File: config.mk
export PLATFORM = sky130hd
export DESIGN_NAME = udp_header_extractor
export DESIGN_NICKNAME = d
export VERILOG_FILES = /design/src/design/uhx_pkg.sv /design/src/design/udp_header_extractor.sv /design/src/design/uhx_parser.sv
export VERILOG_INCLUDE_DIRS = /design/src /design/src/design
export SDC_FILE = /design/constraint.sdc
export NUM_CORES = 1
export LEC_CHECK = 0
export ABC_CLOCK_PERIOD_IN_PS = 8200
export BUFFER_PORTS_ARGS = -buffer_cell sky130_fd_sc_hd__buf_2
export CORE_ASPECT_RATIO = 0.9
export CORE_MARGIN = 1
export CORE_UTILIZATION = 55
export CTS_CLUSTER_DIAMETER = 150
export DETAILED_ROUTE_END_ITERATION = 6
export GPL_TIMING_DRIVEN = 0
export PLACE_DENSITY = 0.78
export SYNTH_ARGS = -nofsm -noshare
export SYNTH_HDL_FRONTEND = slang
export SYNTH_SLANG_ARGS = --single-unit
File: constraint.sdc
create_clock -name clk -period 8.2 [get_ports clk]
set_input_delay 0.41 -clock clk [delete_from_list [all_inputs] [get_ports clk]]
set_output_delay 0.41 -clock clk [all_outputs]
set_load 0.05 [all_outputs]
File: src/design/udp_header_extractor_assert.svh
// Assertion helpers shared by the extractor modules.
`ifndef UDP_HEADER_EXTRACTOR_ASSERT_SVH
`define UDP_HEADER_EXTRACTOR_ASSERT_SVH

// Same-cycle implication, checked out of reset.
`define UHX_ASSERT_NOW(label, clk, rst_n, ante, cons) \
	label: assert property (@(posedge clk) disable iff (!rst_n) (ante) |-> (cons)) \
		else $error("uhx same-cycle check failed");

// Next-cycle implication, checked out of reset.
`define UHX_ASSERT_NEXT(label, clk, rst_n, ante, cons) \
	label: assert property (@(posedge clk) disable iff (!rst_n) (ante) |=> (cons)) \
		else $error("uhx next-cycle check failed");

`endif

File: src/design/uhx_pkg.sv
package uhx_pkg;

	typedef enum logic [1:0] {
		ST_OK        = 2'd0,
		ST_TRUNC     = 2'd1,
		ST_SHORT_UDP = 2'd2,
		ST_BAD_IHL   = 2'd3
	} status_t;

	// Link type tags carried in the first frame byte
	localparam logic [7:0] TAG_COOKED = 8'h00;
	localparam logic [7:0] TAG_LOOP   = 8'h02;

	localparam logic [4:0] LINK_COOKED_BYTES = 5'd16;
	localparam logic [4:0] LINK_LOOP_BYTES   = 5'd4;
	localparam logic [4:0] LINK_ETH_BYTES    = 5'd14;

	localparam logic [3:0] MIN_IHL       = 4'd5;
	localparam logic [6:0] UDP_HDR_BYTES = 7'd8;

	// Byte index within the UDP header
	localparam logic [2:0] UDP_SRC_HI = 3'd0;
	localparam logic [2:0] UDP_SRC_LO = 3'd1;
	localparam logic [2:0] UDP_DST_HI = 3'd2;
	localparam logic [2:0] UDP_DST_LO = 3'd3;
	localparam logic [2:0] UDP_LEN_HI = 3'd4;
	localparam logic [2:0] UDP_LEN_LO = 3'd5;
	localparam logic [2:0] UDP_LAST   = 3'd7;

	typedef struct packed {
		logic [15:0] source_port;
		logic [15:0] dest_port;
		logic [6:0]  payload_offset;
		logic [15:0] payload_size;
		status_t     status;
	} result_t;

endpackage

File: src/design/udp_header_extractor.sv
// A result is registered in the output register from the byte held in the input register,
// so it passes through both registers before its output transfer.
// Throughput: one frame byte per cycle; at most one result per frame.
// A result waiting for out_ready stalls the input once the input register is full.
// Reset (arst_n low, asynchronous) empties both stages and returns the parser
// to the start of a frame.
`include "udp_header_extractor_assert.svh"

module udp_header_extractor (
	input  logic        clk,
	input  logic        arst_n,
	input  logic        in_valid,
	output logic        in_ready,
	input  logic [7:0]  frame_byte,
	input  logic        frame_end,
	output logic        out_valid,
	input  logic        out_ready,
	output logic [15:0] source_port,
	output logic [15:0] dest_port,
	output logic [6:0]  payload_offset,
	output logic [15:0] payload_size,
	output logic [1:0]  status
);

	logic [7:0]        byte_s1;
	logic              end_s1;
	logic              valid_s1;
	logic              advance;
	logic              hit;
	uhx_pkg::result_t  res;
	uhx_pkg::result_t  res_q;
	logic              out_valid_q;

	assign advance  = valid_s1 && (!out_valid_q || out_ready);
	assign in_ready = !valid_s1 || advance;

	always_ff @(posedge clk or negedge arst_n) begin
		if (!arst_n) begin
			valid_s1 <= 1'b0;
		end else if (in_ready) begin
			valid_s1 <= in_valid;
		end
	end

	always_ff @(posedge clk) begin
		if (in_valid && in_ready) begin
			byte_s1 <= frame_byte;
			end_s1  <= frame_end;
		end
	end

	uhx_parser u_parser (
		.clk        (clk),
		.arst_n     (arst_n),
		.step       (advance),
		.frame_byte (byte_s1),
		.frame_end  (end_s1),
		.hit        (hit),
		.res        (res)
	);

	always_ff @(posedge clk or negedge arst_n) begin
		if (!arst_n) begin
			out_valid_q <= 1'b0;
		end else if (advance && hit) begin
			out_valid_q <= 1'b1;
		end else if (out_ready) begin
			out_valid_q <= 1'b0;
		end
	end

	always_ff @(posedge clk) begin
		if (advance && hit) begin
			res_q <= res;
		end
	end

	assign out_valid      = out_valid_q;
	assign source_port    = res_q.source_port;
	assign dest_port      = res_q.dest_port;
	assign payload_offset = res_q.payload_offset;
	assign payload_size   = res_q.payload_size;
	assign status         = res_q.status;

	`UHX_ASSERT_NOW(a_trunc_zero, clk, arst_n,
		out_valid_q && res_q.status == uhx_pkg::ST_TRUNC,
		res_q.source_port == 16'd0 && res_q.payload_offset == 7'd0 && res_q.payload_size == 16'd0)
	`UHX_ASSERT_NOW(a_ihl_zero, clk, arst_n,
		out_valid_q && res_q.status == uhx_pkg::ST_BAD_IHL,
		res_q.dest_port == 16'd0 && res_q.payload_offset == 7'd0 && res_q.payload_size == 16'd0)
	`UHX_ASSERT_NOW(a_ok_offset, clk, arst_n,
		out_valid_q && (res_q.status == uhx_pkg::ST_OK || res_q.status == uhx_pkg::ST_SHORT_UDP),
		res_q.payload_offset >= 7'd32 && res_q.payload_offset <= 7'd84)
	`UHX_ASSERT_NEXT(a_result_loaded, clk, arst_n, advance && hit, out_valid_q)

endmodule

File: src/design/uhx_parser.sv
`include "udp_header_extractor_assert.svh"

module uhx_parser (
	input  logic              clk,
	input  logic              arst_n,
	input  logic              step,
	input  logic [7:0]        frame_byte,
	input  logic              frame_end,
	output logic              hit,
	output uhx_pkg::result_t  res
);

	logic [6:0]  pos_q, pos_d;
	logic [4:0]  link_q, link_d;
	logic [5:0]  ip_q, ip_d;
	logic [15:0] sp_q, sp_d;
	logic [15:0] dp_q, dp_d;
	logic [15:0] len_q, len_d;
	logic        given_q, given_d;

	logic [6:0]  udp_start;
	logic [6:0]  udp_idx;
	logic        in_udp;

	always_comb begin
		udp_start = {2'b00, link_q} + {1'b0, ip_q};
		udp_idx   = pos_q - udp_start;
		in_udp    = (pos_q >= udp_start) && (udp_idx[6:3] == 4'd0);

		pos_d   = pos_q;
		link_d  = link_q;
		ip_d    = ip_q;
		sp_d    = sp_q;
		dp_d    = dp_q;
		len_d   = len_q;
		given_d = given_q;
		hit     = 1'b0;
		res     = '0;

		if (!given_q) begin
			if (pos_q == 7'd0) begin
				if (frame_byte == uhx_pkg::TAG_COOKED) begin
					link_d = uhx_pkg::LINK_COOKED_BYTES;
				end else if (frame_byte == uhx_pkg::TAG_LOOP) begin
					link_d = uhx_pkg::LINK_LOOP_BYTES;
				end else begin
					link_d = uhx_pkg::LINK_ETH_BYTES;
				end
			end else if (pos_q == {2'b00, link_q}) begin
				ip_d = {frame_byte[3:0], 2'b00};
				if (frame_byte[3:0] < uhx_pkg::MIN_IHL) begin
					hit        = 1'b1;
					res.status = uhx_pkg::ST_BAD_IHL;
				end
			end else if (pos_q > {2'b00, link_q} && in_udp) begin
				case (udp_idx[2:0])
					uhx_pkg::UDP_SRC_HI: sp_d  = {frame_byte, 8'h00};
					uhx_pkg::UDP_SRC_LO: sp_d  = {sp_q[15:8], frame_byte};
					uhx_pkg::UDP_DST_HI: dp_d  = {frame_byte, 8'h00};
					uhx_pkg::UDP_DST_LO: dp_d  = {dp_q[15:8], frame_byte};
					uhx_pkg::UDP_LEN_HI: len_d = {frame_byte, 8'h00};
					uhx_pkg::UDP_LEN_LO: len_d = {len_q[15:8], frame_byte};
					uhx_pkg::UDP_LAST: begin
						hit                = 1'b1;
						res.source_port    = sp_q;
						res.dest_port      = dp_q;
						res.payload_offset = udp_start + uhx_pkg::UDP_HDR_BYTES;
						if (len_q < {9'd0, uhx_pkg::UDP_HDR_BYTES}) begin
							res.status = uhx_pkg::ST_SHORT_UDP;
						end else begin
							res.payload_size = len_q - {9'd0, uhx_pkg::UDP_HDR_BYTES};
							res.status       = uhx_pkg::ST_OK;
						end
					end
					default: ;
				endcase
			end

			// frame closed before its header was complete
			if (!hit && frame_end) begin
				hit        = 1'b1;
				res        = '0;
				res.status = uhx_pkg::ST_TRUNC;
			end

			if (hit) begin
				given_d = 1'b1;
			end else begin
				pos_d = pos_q + 7'd1;
			end
		end

		// last byte of a frame: start over
		if (frame_end) begin
			pos_d   = '0;
			link_d  = '0;
			ip_d    = '0;
			sp_d    = '0;
			dp_d    = '0;
			len_d   = '0;
			given_d = 1'b0;
		end
	end

	always_ff @(posedge clk or negedge arst_n) begin
		if (!arst_n) begin
			pos_q   <= '0;
			link_q  <= '0;
			ip_q    <= '0;
			sp_q    <= '0;
			dp_q    <= '0;
			len_q   <= '0;
			given_q <= 1'b0;
		end else if (step) begin
			pos_q   <= pos_d;
			link_q  <= link_d;
			ip_q    <= ip_d;
			sp_q    <= sp_d;
			dp_q    <= dp_d;
			len_q   <= len_d;
			given_q <= given_d;
		end
	end

	`UHX_ASSERT_NEXT(a_end_clears, clk, arst_n, step && frame_end, pos_q == 7'd0 && !given_q)
	`UHX_ASSERT_NEXT(a_hold_after_result, clk, arst_n, step && given_q && !frame_end,
		given_q && $stable(pos_q))
	`UHX_ASSERT_NOW(a_single_result, clk, arst_n, given_q, !hit)

endmodule

==> impl_metrics.csv, run 1 <==
group,metric,value,unit
worst_hold_path,holdCritPathClass,"in -> async",
clocking,cts_tree,"yes",
route,detailed_routing_iteration_count_for_the_pre_antenna_repair_pass,5,
layout,finish.cell_count_without_fillers,806,
sta,fin_skew,8.70,ps
yosys,synth.yosys.warnings,0,
job,cap_violations,0,
clocking,clkLatencyLatePin,420,ps
run_status,outcome,"finished, final reports clean",
sta,final_hold_viol_count,0,
layout,filler_cell_count,788,
setup_path,reg2reg_from,"u_parser.ip_q[2]",
route,wirelength,14100,µm
layout,regArea,3580,µm²
sta,drv_slew,0,
clocking,cts_hold_buf,0,
grt,first_global_vias,4432,
grt,grt_pass1_wl,22500,µm
setup_path,setup.worst_path.class,"reg -> reg",
yosys,async_reset_ff_frac,0.500,
pwr,leakagePower,3.09,nW
floorplan,die_h,103,µm
sta,final.setup.tns,0,ps
setup_path,crit_fanout,33,
sta,max_clock_freq,200,MHz
layout,areaGrowthSynthToFinish,18.9,%
sta,maxSlewHeadroom,0.441,
route,drt_iter0_markers,455,
setup_path,worst-endpoint-arrival,5100,ps
setup_path,setup_crit_start,"u_parser.ip_q[2]",
layout,multi_input_area,2500,µm²
clocking,cts_num_sinks,130,
grt,overflow,0,
route,post_drt_via_cell_ratio,5.72,
layout,fin_nets,669,
setup_path,r2r-end,"payload_size[3]",
pwr,max-vdd-ir-drop,0.162,mV
yosys,synth_edf_count,65,
grt,initial_antenna_violation_count,0,
yosys,synth-seq-cells,130,
clocking,longest_clk_path_bufs,2,
setup_path,cp.required,8310,ps
setup_path,worst-r2r-cell-count,13,
route,detailroute.via_count,4612,
floorplan,core-area,10900,µm²
yosys,yosys.cell_types.count,59,
floorplan,num_rows,36,
layout,final_layout_size_suffix_gt1_frac,0.180,
placement,place.detailed.hpwl,9550,µm
placement,numPortBuffers,70,
grt,maximum_number_of_pins_on_one_net_before_global_route_repair,66,
sta,finalSetupViolations,0,
floorplan,initial_core_util,0.571,
floorplan,pin_count,72,
clocking,clk_transition_reported_paths,60,ps
floorplan,fp.dieW,114,µm
clocking,post_cts_resize_count,0,
yosys,post_synth_instance_area,6250,µm²
setup_path,setup.worst_path.end_class,"flop",
yosys,synth_ff_type,"edfxtp_1",
setup_path,timing.reg2reg.setup_slack,3210,ps
yosys,count_of_mapped_cells_out_of_synthesis,551,
clocking,cts_setup_buffers,0,
yosys,syn_nets,579,
clocking,cts-root-buf,"clkbuf_16",
floorplan,floorplan.die_area,11800,µm²
yosys,synth_area_per_cell,11.3,µm²
setup_path,cp-start-kind,"flop",
grt,global_route.usage.total,0.260,
yosys,synth.yosys.seq_area_share,0.573,
pwr,post_route_total_power,2.71,mW
clocking,h_tree_depth,4,
clocking,cts_buffers,17,
route,antenna_violating_nets_post_route,0,
route,drt_drc_violations_left,0,
route,detail_route.wl_per_cell,17.4,µm
sta,period_minus_slack,4990,ps
placement,place.gp.congestion,0.930,
pwr,power_density,364,nW/µm²
layout,antenna_diode_instance_count,0,
sta,worst_margin_pin_slew,839,ps
sta,rsz0062_at_grt,"no",
placement,placed_insts,774,
sta,period_share,0.608,
==> worst max-delay path, cell delays in order (launching register included) <==
cell      delay, ps
dfrtp_1         380
ha_1            230
fa_1            570
inv_1            80
ha_1            370
nor2b_1         210
a311oi_1         80
o21ai_0         210
a311oi_1        150
a211oi_1        700
a21boi_0        400
a21oi_1         330
nor2b_4         660
buf_12          280
==> worst max path at each step <==
stage                                 end  slack, ps  cells past startpoint
final                     payload_size[3]       3210                     13
after floorplan              dest_port[0]       2300                     12
after CTS                 payload_size[3]       3290                     13
after global placement       dest_port[2]        830                     12
after global routing         dest_port[7]       2920                     13
after detailed placement     dest_port[7]       3300                     13
==> registers in the layout (all words and copies together) (netlist names), 4 cells and up <==
name	count
payload_offset	6
dest_port	16
source_port	16
u_parser.ip_q	4
u_parser.sp_q	16
byte_s1	8
payload_size	16
u_parser.len_q	16
u_parser.dp_q	16
u_parser.pos_q	7
==> through the flow <==
stage	area [µm²]	hold slack, ps	util	setup WS (ps)
after CTS	7430	116	0.679	3290
after floorplan	6250	114	-	2300
after global placement	6790	477	0.620	832
after detailed placement	6820	488	0.623	3300
final	7430	79.3	0.679	3210
after global routing	7430	140	0.679	2920
==> report_power, final <==
| part | switching, mW | internal, mW | leakage (nW) |
|---|---|---|---|
| sequential | 0.109 | 0.831 | 1.51 |
| clock | 0.299 | 0.483 | 0.297 |
| combinational | 0.632 | 0.353 | 1.29 |
==> layer usage <==
| metal | share of wire | GRT usage | up-vias |
|---|---|---|---|
| met2 | 0.47 | 0.405 | 194 |
| met1 | 0.45 | 0.351 | 2227 |
| met4 | 0.019 | 0.109 | 0 |
| li1 | - | - | 2165 |
| met5 | 0 | 0 | - |
| met3 | 0.061 | 0.0647 | 26 |
==> synthesized netlist by cell type, drive strengths merged, types with 3 or more instances <==
master  instances  share of area
a21o            4         0.0048
a21oi          11         0.0088
a22o            8          0.011
and2           45          0.045
and3            3         0.0030
buf             5         0.0054
clkbuf         19          0.011
dfrtp          65           0.26
edfxtp         65           0.31
ha             13          0.026
inv            18          0.011
mux2i          41          0.066
nand2          56          0.034
nand2b          4         0.0040
nand3           8         0.0064
nand4           4         0.0040
nor2           44          0.027
nor2b           4         0.0040
nor3           15          0.015
nor3b           3         0.0044
nor4            5         0.0074
o211ai          3         0.0036
o21a            3         0.0036
o21ai          46          0.037
o22ai           7         0.0070
or2             3         0.0030
xnor2          14          0.020
==> area by class of cell <==
type,count,area share
inverter,19,0.00960
timing repair buffer,71,0.0502
clock inverter,14,0.0243
multi-input combinational,378,0.337
buffer,24,0.0142
tap,152,0.0256
clock buffer,18,0.0578
sequential,130,0.482
==> cell families (layout without fill, tap and decap cells) <==
| family | count (synthesis) | count (layout) | share of synthesized area |
|---|---|---|---|
| compound gates | 101 | 101 | 0.103 |
| xor+xnor | 17 | 17 | 0.0260 |
| fa+ha+maj | 15 | 15 | 0.0324 |
| buf+inv | 43 | 146 | 0.0282 |
| flops | 130 | 130 | 0.573 |
| mux | 42 | 42 | 0.0699 |
| other cells | 1 | 1 | 0.000600 |
| simple gates | 202 | 202 | 0.167 |
==> cell usage in the layout, fill, tap and decap left out, drive strengths merged, types with 13 or more instances in the layout <==
master	netlist	final
buf	5	76
edfxtp	65	65
dfrtp	65	65
nand2	56	56
o21ai	46	46
and2	45	45
nor2	44	44
mux2i	41	41
clkbuf	19	37
inv	18	21
nor3	15	15
xnor2	14	14
ha	13	13
No activity file was read; power rests on OpenSTA's default activity.
==> run 2, diff against run 1 <==
--- a/config.mk
+++ b/config.mk
@@ -6,7 +6,7 @@
 export SDC_FILE = /design/constraint.sdc
 export NUM_CORES = 1
 export LEC_CHECK = 0
-export ABC_CLOCK_PERIOD_IN_PS = 8200
+export ABC_CLOCK_PERIOD_IN_PS = 4900
 export BUFFER_PORTS_ARGS = -buffer_cell sky130_fd_sc_hd__buf_2
 export CORE_ASPECT_RATIO = 0.9
 export CORE_MARGIN = 1
==> constraint.sdc (replaced) <==
create_clock -name clk -period 4.9 [get_ports clk]
set_input_delay 0.245 -clock clk [delete_from_list [all_inputs] [get_ports clk]]
set_output_delay 0.245 -clock clk [all_outputs]
set_load 0.05 [all_outputs]
==> run 2 against run 1 <==
Compared with the run above: sequential share of layout area shrank 0.30 points; sequential power grew 67%; worst setup slack lost 2900 ps; utilization grew 0.42 points; critical path depth stayed put; non-clock buffer count is 8 higher; routed wire length rose by 1.9%.
==> impl_metrics.csv, run 2 (synthesis gave the netlist of run 1 again) <==
group,metric,value,unit
grt,grt_pass1_wl,23200,µm
setup_path,timing.reg2reg.setup_slack,290,ps
sta,worst_margin_pin_slew,841,ps
layout,antenna_diode_instance_count,0,
job,cap_violations,0,
pwr,power_density,596,nW/µm²
clocking,h_tree_depth,4,
sta,final_hold_slack,4.63,ps
sta,maxSlewHeadroom,0.440,
sta,rsz0062_at_grt,"no",
worst_hold_path,min_path_cells,1,
grt,maximum_number_of_pins_on_one_net_before_global_route_repair,66,
setup_path,worst-endpoint-arrival,4720,ps
clocking,cts-root-buf,"clkbuf_16",
layout,layout_commonest_cell,"buf_2",
placement,place.gp.congestion,0.924,
sta,period_share,0.941,
setup_path,crit_path_cell_trace,"ha_1, fa_1, inv_1, ha_1, a21oi_1, a2bb2oi_1, o21a_1, o211ai_1, a211oi_2, a21boi_0, a21oi_1, nor2b_4, buf_12",
setup_path,worst-r2r-cell-count,13,
sta,final_hold_viol_count,0,
floorplan,initial_core_util,0.571,
route,post_drt_via_cell_ratio,5.80,
run_status,outcome,"finished, final reports clean",
floorplan,core-area,10900,µm²
sta,fin_skew,9.09,ps
grt,first_global_vias,4638,
floorplan,floorplan.die_area,11800,µm²
setup_path,crit_fanout,33,
layout,final_layout_size_suffix_gt1_frac,0.181,
layout,areaGrowthSynthToFinish,19.6,%
setup_path,worst_path_largest_cell_delay,560,ps
layout,finish.cell_count_without_fillers,815,
worst_hold_path,worstHoldEndpoint,"byte_s1[3]",
floorplan,pin_count,72,
route,detailroute.via_count,4728,
setup_path,cp.required,5010,ps
worst_hold_path,holdCritPathClass,"in -> reg",
clocking,longest_clk_path_bufs,2,
clocking,cts_tree,"yes",
floorplan,die_h,103,µm
grt,initial_antenna_violation_count,0,
grt,global_route.usage.total,0.265,
pwr,leakagePower,3.09,nW
layout,filler_cell_count,821,
setup_path,setup.worst_path.end_class,"flop",
layout,fin_nets,678,
worst_hold_path,worst_min_delay_path_startpoint,"frame_byte[3]",
setup_path,setup.worst_path.class,"reg -> reg",
setup_path,critPathTopFamily,"compound AO/OA/AOI/OAI gates",
route,drt_drc_violations_left,0,
sta,period_minus_slack,4610,ps
setup_path,cp_max_delay_cell,"fa_1",
setup_path,reg2reg_from,"u_parser.link_q[2]",
floorplan,num_rows,36,
clocking,clkLatencyLatePin,420,ps
placement,place.detailed.hpwl,9620,µm
route,drt_iter0_markers,327,
setup_path,r2r-end,"payload_size[3]",
placement,placed_insts,774,
sta,max_clock_freq,217,MHz
sta,finalSetupViolations,0,
pwr,max-vdd-ir-drop,0.258,mV
layout,most-common-layout-cells,"buf_2 (72), edfxtp_1 (65), dfrtp_1 (65), nand2_1 (56), and2_1 (44)",
sta,drv_slew,0,
route,detailed_routing_iteration_count_for_the_pre_antenna_repair_pass,5,
route,wirelength,14300,µm
floorplan,fp.dieW,114,µm
setup_path,number_of_buffer_and_inverter_instances_along_the_worst_setup_path,2,
clocking,clk_transition_reported_paths,60,ps
route,antenna_violating_nets_post_route,0,
grt,overflow,0,
route,detail_route.wl_per_cell,17.6,µm
setup_path,cp-start-kind,"flop",
placement,numPortBuffers,70,
clocking,cts_buffers,17,
clocking,cts_num_sinks,130,
==> run 2: changes by cell type in the layout (fill, tap and decap cells not counted), sizes merged <==
cell         before  now
nor2b             4    5
dlygate4sd3       0    8
clkinvlp          1    5
bufinv            3    1
clkinv            8    6
==> run 2: cell type report <==
type                            count  area, µm²  area share
Buffer                             24        105      0.0141
Inverter                           19       71.3     0.00954
Multi-Input combinational cell    379       2510       0.336
Sequential cell                   130       3580       0.479
Clock inverter                     14        133      0.0177
Tap cell                          152        190      0.0254
Timing Repair Buffer               79        453      0.0606
Clock buffer                       18        429      0.0574
==> run 2: worst max-delay path by stage <==
stage                       startpoint                to  slack, ps  cells past startpoint
global placement    u_parser.link_q[2]  payload_size[15]      -1050                     12
detailed placement  u_parser.link_q[2]      dest_port[5]         40                     13
finish              u_parser.link_q[2]   payload_size[3]        290                     13
global route        u_parser.link_q[2]      dest_port[5]         40                     13
floorplan             u_parser.ip_q[2]      dest_port[0]         60                     12
CTS                 u_parser.link_q[2]   payload_size[3]         20                     13
==> run 2: per-stage QoR <==
step	power (mW)	setup TNS (ps)	util	instance area, µm²	setup slack [ps]
3_3_place_gp	3.13	-58350	0.620	6790	-1050
2_1_floorplan	2.81	0	-	6250	59.3
4_1_cts	4.42	0	0.680	7440	20.7
6_report	4.45	0	0.683	7470	289
3_5_place_dp	3.20	0	0.623	6820	38.0
5_1_grt	4.69	0	0.683	7470	44.8
==> run 2: power breakdown <==
part           leakage, nW  internal (mW)  switching, mW
Combinational         1.33          0.598           1.08
Clock                0.261          0.703          0.498
Sequential            1.51           1.39          0.183
Total                 3.09           2.69           1.76
==> run 2: repair_timing <==
action / CTS / global route
hold endpoints to repair: 70 / 2
gates resized for setup: 0 / 1
endpoints found under the setup margin: 0 / 56
hold buffers: 6 / 2
buffers inserted: 0 / 0
==> run 2: metal layers <==
layer	part of all wire	GRT usage	wire length [µm]
met5	0	0	0
met4	0.034	0.124	480
met3	0.069	0.0694	984
met2	0.47	0.426	6700
met1	0.43	0.341	6150
==> run 3, diff against run 2 <==
--- a/config.mk
+++ b/config.mk
@@ -6,11 +6,11 @@
 export SDC_FILE = /design/constraint.sdc
 export NUM_CORES = 1
 export LEC_CHECK = 0
-export ABC_CLOCK_PERIOD_IN_PS = 4900
+export ABC_CLOCK_PERIOD_IN_PS = 3800
 export BUFFER_PORTS_ARGS = -buffer_cell sky130_fd_sc_hd__buf_2
-export CORE_ASPECT_RATIO = 0.9
+export CORE_ASPECT_RATIO = 1.1
 export CORE_MARGIN = 1
-export CORE_UTILIZATION = 55
+export CORE_UTILIZATION = 53
 export CTS_CLUSTER_DIAMETER = 150
 export DETAILED_ROUTE_END_ITERATION = 6
 export GPL_TIMING_DRIVEN = 0
==> constraint.sdc (replaced) <==
create_clock -name clk -period 3.8 [get_ports clk]
set_input_delay 0.19 -clock clk [delete_from_list [all_inputs] [get_ports clk]]
set_output_delay 0.19 -clock clk [all_outputs]
set_load 0.05 [all_outputs]
==> run 3 against run 2 <==
Compared with the run above: die area rose by 3.7%; highest routed layer unchanged; non-clock buffer count is 19 higher; sequential share of layout area is 2.2 points lower; routed wire length increased by 9.7%.
==> impl_metrics.csv, run 3 (synthesis gave the netlist of run 1 again) <==
group,metric,value,unit
run_status,outcome,"finished, final reports clean",
pwr,p_int,3.76,mW
setup_path,worst-r2r-cell-count,13,
floorplan,initial_core_util,0.544,
placement,dp_slack,-866,ps
pwr,comb_power_share,0.397,
route,detailed_routing_iteration_count_for_the_pre_antenna_repair_pass,7,
floorplan,die_h,116,µm
route,drt_iter0_markers,400,
setup_path,setup.worst_path.class,"reg -> reg",
grt,overflow,0,
layout,layout_commonest_cell,"buf_2",
pwr,power_density,784,nW/µm²
layout,multi_input_area,2640,µm²
pwr,max-vdd-ir-drop,0.374,mV
clocking,cts_tree,"yes",
placement,placed_insts,771,
layout,regArea,3580,µm²
setup_path,cp-start-kind,"flop",
layout,fin_nets,699,
route,detail_route.wl_per_cell,18.8,µm
grt,first_global_vias,4732,
grt,global_route.usage.met2,0.468,
setup_path,worst-endpoint-arrival,4020,ps
sta,worst_margin_pin_slew,849,ps
grt,grt_pass1_wl,24600,µm
setup_path,worst_path_largest_cell_delay,560,ps
sta,finalSetupViolations,0,
route,antenna_violating_nets_post_route,0,
sta,max_clock_freq,268,MHz
grt,global_route.usage.total,0.273,
pwr,switching_share,0.388,
sta,period_share,0.982,
placement,place.detailed.hpwl,9900,µm
grt,grt.met3_usage,0.0714,
clocking,clkLatencyLatePin,420,ps
setup_path,critical-path-top-cell-by-count,"ha_4",
route,drt_drc_violations_left,0,
floorplan,floorplan.die_area,12200,µm²
sta,period_minus_slack,3730,ps
pwr,net-switching-power,2.38,mW
floorplan,core-area,11500,µm²
layout,filler_cell_count,842,
layout,final_layout_size_suffix_gt1_frac,0.218,
placement,numPortBuffers,70,
sta,post-route-worst-setup-slack,67.9,ps
layout,finish.cell_count_without_fillers,834,
sta,fin_skew,9.60,ps
floorplan,pin_count,72,
setup_path,crit_path_cell_trace,"ha_4, fa_2, inv_2, ha_4, nor2b_2, a311oi_1, o21ai_1, a311oi_2, a211o_1, buf_6, nor3b_4, clkbuf_1, and2_1",
worst_hold_path,min_path_cells,3,
grt,initial_antenna_violation_count,0,
job,cap_violations,0,
floorplan,fp.dieW,106,µm
pwr,leakagePower,3.26,nW
setup_path,setup.worst_path.end_class,"flop",
sta,drv_slew,0,
route,detailroute.via_count,4892,
sta,maxSlewHeadroom,0.434,
layout,antenna_diode_instance_count,0,
clocking,cts-root-buf,"clkbuf_16",
worst_hold_path,holdCritPathClass,"in -> reg",
route,wirelength,15700,µm
grt,grt_most_used_layer,"met2",
clocking,clk_transition_reported_paths,60,ps
layout,areaGrowthSynthToFinish,25.3,%
setup_path,cp.required,4080,ps
clocking,cts_buffers,17,
setup_path,crit_fanout,10,
route,post_drt_via_cell_ratio,5.87,
layout,most-common-layout-cells,"buf_2 (72), edfxtp_1 (65), dfrtp_1 (65), nand2_1 (56), and2_1 (44)",
setup_path,cp_max_delay_cell,"fa_2",
grt,maximum_number_of_pins_on_one_net_before_global_route_repair,66,
floorplan,num_rows,41,
clocking,cts_num_sinks,130,
pwr,power_frac_seq,0.334,
pwr,post_route_total_power,6.14,mW
placement,place.gp.congestion,0.922,
pwr,share_clk_of_total_power,0.268,
sta,final_hold_viol_count,0,
clocking,longest_clk_path_bufs,2,
grt,gr-usage-met1,0.324,
clocking,h_tree_depth,4,
[run 3: cell types whose count changed in the layout (fill, tap and decap cells not counted), moves of 2 or more]
cell | before | now
buf_4 | 2 | 16
buf_12 | 1 | 4
dlygate4sd3_1 | 8 | 11
nor2b_4 | 1 | 4
a21oi_1 | 11 | 9
a21oi_4 | 0 | 2
bufinv_16 | 1 | 3
clkinvlp_4 | 5 | 3
ha_1 | 13 | 11
ha_4 | 0 | 2
o21ai_0 | 41 | 39
[run 3: worst paths after layout]
path / start / endpoint / slack, ps
setup / recovery: u_parser.link_q[2] / dest_port[15] / 70
hold / removal: out_ready / out_valid / 80
setup reg to reg: u_parser.link_q[2] / dest_port[15] / 70
hold reg to reg: u_parser.sp_q[3] / u_parser.sp_q[3] / 490
max in group asynchronous: arst_n / u_parser.len_q[11] / 2820
min in group asynchronous: arst_n / u_parser.sp_q[11] / 420
[run 3: metal layers]
layer / vias up / wire length (µm)
met1: 2421 / 6070
met5: - / 0
met2: 224 / 8000
li1: 2211 / -
met4: 0 / 530
met3: 36 / 1100
[run 3: stage by stage]
step	hold slack, ps	cell area, µm²	TNS (ps)	utilization
3_5_place_dp	350	6840	-52070	0.595
2_1_floorplan	-106	6290	-3800	-
5_1_grt	108	7830	-288	0.681
4_1_cts	76.8	7730	0	0.673
3_3_place_gp	367	6830	-43970	0.595
6_report	82.6	7830	0	0.681
[run 3: cell type report]
| cell class | count | share of cell area |
|---|---|---|
| clock buffers | 20 | 0.0558 |
| plain buffers | 22 | 0.0126 |
| inverters | 19 | 0.00911 |
| multi-input cells | 381 | 0.337 |
| clock inverters | 12 | 0.0200 |
| repair buffers | 100 | 0.0842 |
| flip-flops and latches | 130 | 0.457 |
| well taps | 150 | 0.0240 |
[run 3: timing repair]
item / in CTS / in global routing
setup endpoints to repair: 104 / 110
setup buffers: 11 / 8
gates resized for setup: 7 / 10
gates cloned: 3 / 0
hold endpoints to repair: 75 / 0
hold buffers: 11 / 0
pin swaps: 3 / 6
[run 3: power groups by stage]
stage	Clock, mW	Combinational, mW	Sequential, mW
6_report	1.65	2.44	2.05
3_5_place_dp	0	2.16	2.06
5_1_grt	1.72	2.65	2.08
2_1_floorplan	0	1.43	2.28
3_3_place_gp	0	2.10	2.04
4_1_cts	1.65	2.33	2.04
[run 3: worst max-delay path, delay by kind of cell, from the launching register on]
kind            cells  cell delay [ps]
compound gates      4              770
simple gates        3              680
buf+inv             3              660
fa+ha+maj           3             1050
flops               1              420
